[config.mk]
export PLATFORM = sky130hd
export DESIGN_NAME = bounded_priority_queue
export DESIGN_NICKNAME = d
export VERILOG_FILES = /design/src/bpq_pkg.sv /design/src/bpq_cell.sv /design/src/bounded_priority_queue.sv
export VERILOG_INCLUDE_DIRS = /design/src /design/src/src
export SDC_FILE = /design/constraint.sdc
export NUM_CORES = 2
export LEC_CHECK = 0
export BUFFER_PORTS_ARGS = -buffer_cell sky130_fd_sc_hd__clkbuf_2
export CAP_MARGIN = 10
export CORE_ASPECT_RATIO = 0.75
export CORE_UTILIZATION = 56
export DETAILED_ROUTE_END_ITERATION = 7
export PLACE_DENSITY_LB_ADDON = 0.3
export SYNTH_ARGS = -nofsm -noshare
export SYNTH_HDL_FRONTEND = slang
export SYNTH_SLANG_ARGS = --single-unit
[constraint.sdc]
create_clock -name i_clk -period 6.65 [get_ports i_clk]
set_input_delay 0.665 -clock i_clk [delete_from_list [all_inputs] [get_ports i_clk]]
set_output_delay 0.665 -clock i_clk [all_outputs]
set_load 0.01 [all_outputs]
[src/bounded_priority_queue_macros.svh]
// ----------------------------------------------------------------------------
// bounded_priority_queue_macros
// assertion macros for the bounded priority queue, empty under synthesis
// ----------------------------------------------------------------------------
`ifndef BOUNDED_PRIORITY_QUEUE_MACROS_SVH
`define BOUNDED_PRIORITY_QUEUE_MACROS_SVH

`ifndef SYNTHESIS

// same-cycle implication, sampled on i_clk, off while in reset
`define BPQ_ASSERT_NOW(lbl, ante, cons, msg) \
    lbl: assert property (@(posedge i_clk) disable iff (!i_rst_n) \
        (ante) |-> (cons)) else $error(msg);

// next-cycle implication, sampled on i_clk, off while in reset
`define BPQ_ASSERT_NEXT(lbl, ante, cons, msg) \
    lbl: assert property (@(posedge i_clk) disable iff (!i_rst_n) \
        (ante) |=> (cons)) else $error(msg);

`else

`define BPQ_ASSERT_NOW(lbl, ante, cons, msg)
`define BPQ_ASSERT_NEXT(lbl, ante, cons, msg)

`endif

`endif

[src/bpq_pkg.sv]
// ----------------------------------------------------------------------------
// bpq_pkg
// types and constants shared by the bounded priority queue modules
// ----------------------------------------------------------------------------
package bpq_pkg;

    localparam int PRIO_W  = 16;
    localparam int TAG_W   = 16;
    localparam int KIND_W  = 3;
    localparam int SPACE_W = 10;
    localparam int COUNT_W = 6;
    localparam int APB_AW  = 3;
    localparam int APB_DW  = 32;

    localparam logic [SPACE_W-1:0] SPACING_RESET = 10'd10;
    localparam logic signed [PRIO_W-1:0] PRIO_MAX = 16'sh7FFF;
    localparam logic signed [PRIO_W-1:0] PRIO_MIN = 16'sh8000;

    // register index, taken from paddr[2]
    localparam logic REG_SPACING = 1'b0;

    typedef enum logic [KIND_W-1:0] {
        KIND_INSERT   = 3'd0,
        KIND_INS_HIGH = 3'd1,
        KIND_INS_LOW  = 3'd2,
        KIND_REMOVE   = 3'd3,
        KIND_CLEAR    = 3'd4
    } t_kind;

    typedef enum logic [1:0] {
        OP_NONE,
        OP_INS,
        OP_REM,
        OP_CLR
    } t_op;

    typedef enum logic [1:0] {
        ST_IDLE,
        ST_PREP,
        ST_APPLY,
        ST_RESP
    } t_state;

    typedef struct packed {
        logic signed [PRIO_W-1:0] prio;
        logic [TAG_W-1:0]         tag;
        logic                     flag;
    } t_entry;

    // broadcast to every cell of the row
    typedef struct packed {
        logic   ins;
        logic   rem;
        logic   low_mode;
        t_entry new_entry;
    } t_cell_ctl;

    typedef struct packed {
        logic [KIND_W-1:0]        kind;
        logic signed [PRIO_W-1:0] priority_req;
        logic [TAG_W-1:0]         item_tag;
        logic                     steal_flag;
    } t_in_item;

    typedef struct packed {
        logic                     accepted;
        logic [TAG_W-1:0]         head_tag;
        logic signed [PRIO_W-1:0] head_priority;
        logic                     head_flag;
        logic [COUNT_W-1:0]       entry_count;
        logic                     is_empty;
        logic signed [PRIO_W-1:0] top_bound;
        logic signed [PRIO_W-1:0] bottom_bound;
    } t_out_item;

endpackage

[src/bpq_cell.sv]
// ----------------------------------------------------------------------------
// bpq_cell
// one slot of the sorted row: keeps, takes the new entry or shifts
// ----------------------------------------------------------------------------
module bpq_cell (
    input  logic               i_clk,
    input  bpq_pkg::t_cell_ctl i_ctl,
    input  logic               i_valid,
    input  logic               i_prev_keep,
    input  bpq_pkg::t_entry    i_prev_entry,
    input  bpq_pkg::t_entry    i_next_entry,
    output logic               o_keep,
    output bpq_pkg::t_entry    o_entry
);

    bpq_pkg::t_entry r_entry;
    bpq_pkg::t_entry n_entry;

    // a valid entry stays in place in low mode or when it ranks strictly above the new one
    assign o_keep = i_valid &&
                    (i_ctl.low_mode || (r_entry.prio > i_ctl.new_entry.prio));

    always_comb begin
        n_entry = r_entry;
        if (i_ctl.ins && !o_keep) begin
            n_entry = i_prev_keep ? i_ctl.new_entry : i_prev_entry;
        end else if (i_ctl.rem) begin
            n_entry = i_next_entry;
        end
    end

    always_ff @(posedge i_clk) begin
        r_entry <= n_entry;
    end

    assign o_entry = r_entry;

endmodule

[src/bounded_priority_queue.sv]
// ----------------------------------------------------------------------------
// bounded_priority_queue
// sorted priority queue built as a row of shifting cells, head in cell 0
// ----------------------------------------------------------------------------
// usage:
//   input channel i_in_valid/o_in_ready carries one operation item (kind,
//   priority, tag, flag); output channel o_out_valid/i_out_ready returns one
//   result item per operation with the head, count, bounds and accept flag
//   each item passes through accept, priority compute, row update and result
//   load in that order, and its result is valid once the load step has run
//   a new item is taken only after the last one leaves the load step, as the
//   compute-then-shift sequence around the broadcast compare in the cell row
//   the output register frees the input side: a new item is taken while the
//   previous result still waits; a stalled receiver holds the next result
//   in the load step until the output register empties
//   reset empties the queue, zeroes both bounds and sets the spacing
//   register to 10; cell contents are not cleared, the count masks them
//   priority_spacing is written over the apb port at byte address 0
// ----------------------------------------------------------------------------
`include "bounded_priority_queue_macros.svh"

module bounded_priority_queue #(
    parameter int DEPTH = 32
) (
    input  logic                          i_clk,
    input  logic                          i_rst_n,
    // operation input
    input  logic                          i_in_valid,
    output logic                          o_in_ready,
    input  bpq_pkg::t_in_item             i_in_item,
    // result output
    output logic                          o_out_valid,
    input  logic                          i_out_ready,
    output bpq_pkg::t_out_item            o_out_item,
    // configuration
    input  logic                          psel,
    input  logic                          penable,
    input  logic                          pwrite,
    input  logic [bpq_pkg::APB_AW-1:0]    paddr,
    input  logic [bpq_pkg::APB_DW-1:0]    pwdata,
    output logic [bpq_pkg::APB_DW-1:0]    prdata,
    output logic                          pready
);

    localparam int CW = $clog2(DEPTH + 1);

    // control
    bpq_pkg::t_state r_state;
    bpq_pkg::t_state n_state;
    logic            w_load_out;

    // latched input item and prepared operation
    bpq_pkg::t_in_item r_item;
    bpq_pkg::t_op      r_op;
    bpq_pkg::t_op      w_op;
    logic signed [bpq_pkg::PRIO_W-1:0] r_p;
    logic signed [bpq_pkg::PRIO_W-1:0] w_p;

    // tracked state
    logic [CW-1:0] r_count;
    logic [CW-1:0] n_count;
    logic signed [bpq_pkg::PRIO_W-1:0] r_hi;
    logic signed [bpq_pkg::PRIO_W-1:0] n_hi;
    logic signed [bpq_pkg::PRIO_W-1:0] r_lo;
    logic signed [bpq_pkg::PRIO_W-1:0] n_lo;
    logic [bpq_pkg::SPACE_W-1:0]       r_spacing;

    // saturating relative priorities
    logic signed [bpq_pkg::PRIO_W:0]   w_hi_sum;
    logic signed [bpq_pkg::PRIO_W:0]   w_lo_diff;
    logic signed [bpq_pkg::PRIO_W-1:0] w_hi_sat;
    logic signed [bpq_pkg::PRIO_W-1:0] w_lo_sat;
    logic w_full;
    logic w_empty;

    // cell row
    bpq_pkg::t_cell_ctl w_ctl;
    logic [DEPTH-1:0]   w_valid;
    logic [DEPTH-1:0]   w_keep;
    bpq_pkg::t_entry    w_entry [DEPTH];

    // output register
    logic               r_out_valid;
    bpq_pkg::t_out_item r_out;

    // ------------------------------------------------------------------
    // apb configuration port, lower address bits ignored
    // ------------------------------------------------------------------
    assign pready = 1'b1;

    always_ff @(posedge i_clk) begin
        if (!i_rst_n) begin
            r_spacing <= bpq_pkg::SPACING_RESET;
        end else if (psel && penable && pwrite && pready &&
                     (paddr[2] == bpq_pkg::REG_SPACING)) begin
            r_spacing <= pwdata[bpq_pkg::SPACE_W-1:0];
        end
    end

    always_comb begin
        prdata = '0;
        if (paddr[2] == bpq_pkg::REG_SPACING) begin
            prdata = {{(bpq_pkg::APB_DW - bpq_pkg::SPACE_W){1'b0}}, r_spacing};
        end
    end

    // ------------------------------------------------------------------
    // sequencer: idle -> prep -> apply -> resp
    // ------------------------------------------------------------------
    always_ff @(posedge i_clk) begin
        if (!i_rst_n) begin
            r_state <= bpq_pkg::ST_IDLE;
        end else begin
            r_state <= n_state;
        end
    end

    always_comb begin
        n_state    = r_state;
        o_in_ready = 1'b0;
        w_load_out = 1'b0;
        case (r_state)
            bpq_pkg::ST_IDLE: begin
                o_in_ready = 1'b1;
                if (i_in_valid) begin
                    n_state = bpq_pkg::ST_PREP;
                end
            end
            bpq_pkg::ST_PREP: begin
                n_state = bpq_pkg::ST_APPLY;
            end
            bpq_pkg::ST_APPLY: begin
                n_state = bpq_pkg::ST_RESP;
            end
            bpq_pkg::ST_RESP: begin
                // wait here while the previous result is still held
                if (!r_out_valid || i_out_ready) begin
                    w_load_out = 1'b1;
                    n_state    = bpq_pkg::ST_IDLE;
                end
            end
            default: begin
                n_state = bpq_pkg::ST_IDLE;
            end
        endcase
    end

    always_ff @(posedge i_clk) begin
        if (o_in_ready && i_in_valid) begin
            r_item <= i_in_item;
        end
    end

    // ------------------------------------------------------------------
    // prep: work out the insert priority and whether the op goes ahead
    // ------------------------------------------------------------------
    assign w_hi_sum  = $signed({r_hi[bpq_pkg::PRIO_W-1], r_hi}) +
                       $signed({{(bpq_pkg::PRIO_W + 1 - bpq_pkg::SPACE_W){1'b0}},
                                r_spacing});
    assign w_lo_diff = $signed({r_lo[bpq_pkg::PRIO_W-1], r_lo}) -
                       $signed({{(bpq_pkg::PRIO_W + 1 - bpq_pkg::SPACE_W){1'b0}},
                                r_spacing});
    // a sum out of 16-bit range shows as the two top bits differing
    assign w_hi_sat = (w_hi_sum[bpq_pkg::PRIO_W] != w_hi_sum[bpq_pkg::PRIO_W-1])
                    ? bpq_pkg::PRIO_MAX : w_hi_sum[bpq_pkg::PRIO_W-1:0];
    assign w_lo_sat = (w_lo_diff[bpq_pkg::PRIO_W] != w_lo_diff[bpq_pkg::PRIO_W-1])
                    ? bpq_pkg::PRIO_MIN : w_lo_diff[bpq_pkg::PRIO_W-1:0];

    assign w_full  = (r_count == CW'(DEPTH));
    assign w_empty = (r_count == '0);

    always_comb begin
        w_p  = r_item.priority_req;
        w_op = bpq_pkg::OP_NONE;
        case (r_item.kind)
            bpq_pkg::KIND_INSERT: begin
                w_op = w_full ? bpq_pkg::OP_NONE : bpq_pkg::OP_INS;
            end
            bpq_pkg::KIND_INS_HIGH: begin
                w_p  = w_hi_sat;
                w_op = w_full ? bpq_pkg::OP_NONE : bpq_pkg::OP_INS;
            end
            bpq_pkg::KIND_INS_LOW: begin
                w_p  = w_lo_sat;
                w_op = w_full ? bpq_pkg::OP_NONE : bpq_pkg::OP_INS;
            end
            bpq_pkg::KIND_REMOVE: begin
                w_op = w_empty ? bpq_pkg::OP_NONE : bpq_pkg::OP_REM;
            end
            bpq_pkg::KIND_CLEAR: begin
                w_op = bpq_pkg::OP_CLR;
            end
            default: begin
                w_op = bpq_pkg::OP_NONE;
            end
        endcase
    end

    always_ff @(posedge i_clk) begin
        if (!i_rst_n) begin
            r_op <= bpq_pkg::OP_NONE;
        end else if (r_state == bpq_pkg::ST_PREP) begin
            r_op <= w_op;
        end
    end

    always_ff @(posedge i_clk) begin
        if (r_state == bpq_pkg::ST_PREP) begin
            r_p <= w_p;
        end
    end

    // ------------------------------------------------------------------
    // apply: broadcast to the cell row, update count and bounds
    // ------------------------------------------------------------------
    // at or below the lowest bound the new entry goes under all held ones
    assign w_ctl.ins       = (r_state == bpq_pkg::ST_APPLY) && (r_op == bpq_pkg::OP_INS);
    assign w_ctl.rem       = (r_state == bpq_pkg::ST_APPLY) && (r_op == bpq_pkg::OP_REM);
    assign w_ctl.low_mode  = (r_p <= r_lo);
    assign w_ctl.new_entry = '{prio: r_p, tag: r_item.item_tag, flag: r_item.steal_flag};

    for (genvar g = 0; g < DEPTH; g++) begin : g_cell
        bpq_pkg::t_entry w_prev;
        bpq_pkg::t_entry w_next;
        logic            w_prev_keep;

        assign w_valid[g] = (r_count > CW'(g));

        // head cell takes the new entry whenever it gives way
        if (g == 0) begin : g_head
            assign w_prev_keep = 1'b1;
            assign w_prev      = w_ctl.new_entry;
        end else begin : g_mid
            assign w_prev_keep = w_keep[g-1];
            assign w_prev      = w_entry[g-1];
        end

        // tail cell has nothing behind it on a removal
        if (g == DEPTH - 1) begin : g_tail
            assign w_next = w_entry[g];
        end else begin : g_body
            assign w_next = w_entry[g+1];
        end

        bpq_cell u_cell (
            .i_clk        (i_clk),
            .i_ctl        (w_ctl),
            .i_valid      (w_valid[g]),
            .i_prev_keep  (w_prev_keep),
            .i_prev_entry (w_prev),
            .i_next_entry (w_next),
            .o_keep       (w_keep[g]),
            .o_entry      (w_entry[g])
        );
    end

    always_comb begin
        n_count = r_count;
        n_hi    = r_hi;
        n_lo    = r_lo;
        if (r_state == bpq_pkg::ST_APPLY) begin
            case (r_op)
                bpq_pkg::OP_INS: begin
                    n_count = r_count + CW'(1);
                    if (w_empty) begin
                        // first entry sets both bounds
                        n_hi = r_p;
                        n_lo = r_p;
                    end else begin
                        n_hi = (r_p > r_hi) ? r_p : r_hi;
                        n_lo = (r_p < r_lo) ? r_p : r_lo;
                    end
                end
                bpq_pkg::OP_REM: begin
                    n_count = r_count - CW'(1);
                    if (r_count != CW'(1)) begin
                        // highest follows the new head, lowest is kept
                        n_hi = w_entry[1].prio;
                    end else begin
                        n_hi = '0;
                        n_lo = '0;
                    end
                end
                bpq_pkg::OP_CLR: begin
                    n_count = '0;
                    n_hi    = '0;
                    n_lo    = '0;
                end
                default: begin
                    n_count = r_count;
                end
            endcase
        end
    end

    always_ff @(posedge i_clk) begin
        if (!i_rst_n) begin
            r_count <= '0;
            r_hi    <= '0;
            r_lo    <= '0;
        end else begin
            r_count <= n_count;
            r_hi    <= n_hi;
            r_lo    <= n_lo;
        end
    end

    // ------------------------------------------------------------------
    // resp: output register, head fields read as zero when empty
    // ------------------------------------------------------------------
    always_ff @(posedge i_clk) begin
        if (!i_rst_n) begin
            r_out_valid <= 1'b0;
        end else if (w_load_out) begin
            r_out_valid <= 1'b1;
        end else if (i_out_ready) begin
            r_out_valid <= 1'b0;
        end
    end

    always_ff @(posedge i_clk) begin
        if (w_load_out) begin
            r_out.accepted      <= (r_op != bpq_pkg::OP_NONE);
            r_out.head_tag      <= w_empty ? '0 : w_entry[0].tag;
            r_out.head_priority <= w_empty ? '0 : w_entry[0].prio;
            r_out.head_flag     <= w_empty ? 1'b0 : w_entry[0].flag;
            r_out.entry_count   <= bpq_pkg::COUNT_W'(r_count);
            r_out.is_empty      <= w_empty;
            r_out.top_bound     <= r_hi;
            r_out.bottom_bound  <= r_lo;
        end
    end

    assign o_out_valid = r_out_valid;
    assign o_out_item  = r_out;

    // ------------------------------------------------------------------
    // assertions
    // ------------------------------------------------------------------
    `BPQ_ASSERT_NOW(a_count_bound, 1'b1, r_count <= CW'(DEPTH), "count above depth")
    `BPQ_ASSERT_NOW(a_empty_bounds, w_empty, (r_hi == '0) && (r_lo == '0), "bounds not zero when empty")
    `BPQ_ASSERT_NOW(a_bound_order, !w_empty, r_lo <= r_hi, "lowest bound above highest bound")
    `BPQ_ASSERT_NOW(a_head_order, r_count >= CW'(2), w_entry[0].prio >= w_entry[1].prio, "head below second entry")
    `BPQ_ASSERT_NEXT(a_no_drop, (r_state == bpq_pkg::ST_RESP) && r_out_valid && !i_out_ready, (r_state == bpq_pkg::ST_RESP) && r_out_valid, "result lost while receiver stalled")

endmodule

==> metrics <==
r2r worst-path depth 14; post-synthesis average cell area 11.1 um^2; Util after Layout approximately three fifths; post-synth top area share 47.0%; Setup crit end g_cell[29].u_cell.o_entry[19]$_DFFE_PP_; ys flop type edfxtp_1; CTS max path bufs 3; vias per cell 6.71; DRT iter0 DRCs 7478; DR vias 57900; CP endpoint kind flip-flop; Post-route DRC 0; worst reg-to-reg setup slack 1.05 ns; number of flops mapped to enable cells by yosys 1181; fin. max-slew vios 0; Port Buffers ~140; synthesized cell area 0.0755 mm^2; num rows 116; nets approximately 7400; Synth area leaders edfxtp_1 47%, mux2i_1 11%, ha_1 9.5%; hold_sp i_in_item[25]; Overflow after GRT 0; crit path max fanout 35; sequential share of the synthesized area 48.4%; FF+latch count, synth 1234; final worst path period share 84.2%; final setup fails 0; CP Data Required Time ~7.1 ns; WHS 0.0549 ns; final wirelength approximately 230000 um; Total Routing Usage GR 33.0%; CP startpoint kind flip-flop; crit path DAT 6.03 ns; global-route wire length before repair 346000 um; I/O pins around 190; met1 Use GR just under 50%; area of the core around 0.13 mm^2; fillers between 10000 and 15000; vias in the first global route 55300; GRT met2 Usage 46.7%; power density over the cells 359 mW/mm^2; antenna violations before repair 8; RR Endpoint g_cell[29].u_cell.o_entry[19]$_DFFE_PP_; min-delay worst type input pin to flip-flop; Root Buffer clkbuf_16; per-cell routed wire length 26.6 um; cell taking the most area after synthesis edfxtp_1; dpl cells 8394; RR Startpoint r_p[15]$_DFFE_PN_; Setup Skew 0.0348 ns; f_max 179 MHz; post-CTS sizing 0; count of cell types in the netlist 83; total CTS buffers 133; RSZ-0062 raised after global routing false; Worst IR Drop VDD around 0.25 mV; Post-CTS Setup Bufs 0; grt peak-use layer met1; Post-DRT Antenna Nets 0; final hold vios 0; worst-margin pin slew 1.25 ns; fin cells between 8000 and 9000; Max Cap Violations 0; synthesized instance count 6794; FFs w/ async S/R, synth 0%; worst setup path start r_p[15]$_DFFE_PN_; leakage 32.6 nW; Area Overhead vs Synth 9.10%; pin count of the biggest net entering global routing 95; Slew Limit Headroom 16.8%; Yosys warning total 0; clock latency on the worst-skew pair between 0.7 and 0.8 ns; CTS tree built; TritonRoute pass-1 iters 6; WS Path Type flip-flop to flip-flop; min Tclk post-route between 5 and 6 ns; Die Wd 426 um; GPL Wtd Cong roughly 0.94; global routing usage on met3 roughly 7.8%; clk sinks 1234; status complete, no violations; DP Wirelength 155000 um; DIE HEIGHT 320 um; htree depth 4; share of cells above drive strength 1 14.0%; commonest cells in the netlist 1181 x edfxtp_1, 956 x a21oi_1, 845 x mux2i_1; initial core utilization between 50% and 60%; count leader, synth edfxtp_1; Die ar. 0.136 mm^2; CTS Hold Buffers Added 0; setup TNS 0 ns; CTS clk-pin slew, worst paths 0.06 ns
## how the worst min path moves through the flow
stage / end / slack [ns] / cells after the start
5_1_grt: g_cell[0].w_prev[8]$_DFFE_PP_ / 0.03 / 1
4_1_cts: g_cell[0].w_prev[14]$_DFFE_PP_ / 0.008 / 1
2_1_floorplan: o_out_item[35]$_DFFE_PP_ / 0.41 / 0
6_report: r_item[25]$_DFFE_PP_ / 0.05 / 1
3_5_place_dp: o_out_item[24]$_DFFE_PP_ / 0.48 / 0
3_3_place_gp: o_out_item[24]$_DFFE_PP_ / 0.47 / 0
## routing by layer
metal  vias to the layer above  part of all wire [%]
met5                         -                 0.012
met1                     28200                    43
met4                         4                   3.1
met3                       419                    13
met2                      3638                    41
li1                      25600                     -
## cell usage in the layout, fill, tap and decap left out, types with 10 or more instances in the layout
master,n
nor2_1,429
a21boi_0,16
mux2i_1,845
ha_1,574
o211ai_1,58
edfxtp_1,1181
a2111oi_0,10
nand3_1,73
nand2b_1,35
dfxtp_1,52
o21ai_0,671
nor2b_1,51
clkbuf_16,136
inv_1,127
clkbuf_1,27
nor4_1,25
buf_12,14
mux2_2,360
and4_1,15
nor3_1,30
clkbuf_2,138
a21o_1,35
clkinv_2,18
conb_1,23
nand2_1,240
o21ai_1,26
inv_2,15
buf_4,181
a21oi_1,945
a21oi_4,13
nand4_1,73
xnor2_1,20
o21a_1,17
a211oi_1,46
and2_1,49
a22o_1,16
clkinv_1,27
mux2_1,29
## critical path, cell delays in order, from the launching register on
cell       delay [ns]
edfxtp_1         0.81
inv_2            0.50
buf_4            0.36
ha_1             0.37
nand2_1          0.09
nor3_1           0.41
o2bb2ai_1        0.15
o31ai_1          0.23
a21oi_1          0.16
o22ai_4          0.19
buf_4            0.65
and2_1           0.22
buf_4            0.49
nand2b_1         0.20
buf_4            0.31
## layout make-up
cell class	instances	area [um^2]	area share, %
Multi-Input combinational cell	4914	36700	44.5
Sequential cell	1234	36500	44.3
Clock buffer	164	3520	4.27
Timing Repair Buffer	334	2330	2.83
Tap cell	1770	2210	2.69
Clock inverter	66	577	0.700
Inverter	142	533	0.647
Antenna cell	2	5.00	0.00607
## where the power goes
group | internal [mW] | switching, mW | leakage, nW
Clock | 4.07 | 3.22 | 2.00
Combinational | 3.88 | 7.66 | 19.5
Sequential | 10.0 | 0.759 | 11.1
Total | 17.9 | 11.6 | 32.6
## through the flow
step                setup WS (ns)  total power [mW]  area (um^2)
floorplan                   0.875              17.8        75600
global placement             1.41              21.6        78300
detailed placement           1.32              22.0        78300
CTS                          1.27              29.2        82400
global route                 1.01              30.8        82400
finish                       1.05              29.6        82400
## cells by family after synthesis
logic type	Yosys count	share of synthesized area, %
adders and majority gates	576	9.56
DFF	1234	48.4
buffers and inverters	667	3.76
AOI/OAI and AO/OA	1966	14.2
and+or+nand+nor	1090	6.79
other	2	0.00994
muxes	1234	17.0
xor gates and xnor gates	25	0.290
## state kept, by name, indices dropped and copies added (netlist names), 10 cells and up
signal                 cells
g_cell.u_cell.o_entry   1056
o_out_item                73
r_item                    19
g_cell.w_prev             17
r_hi                      16
r_lo                      16
r_p                       16
r_spacing                 10
(Power assumes the default switching activity.)
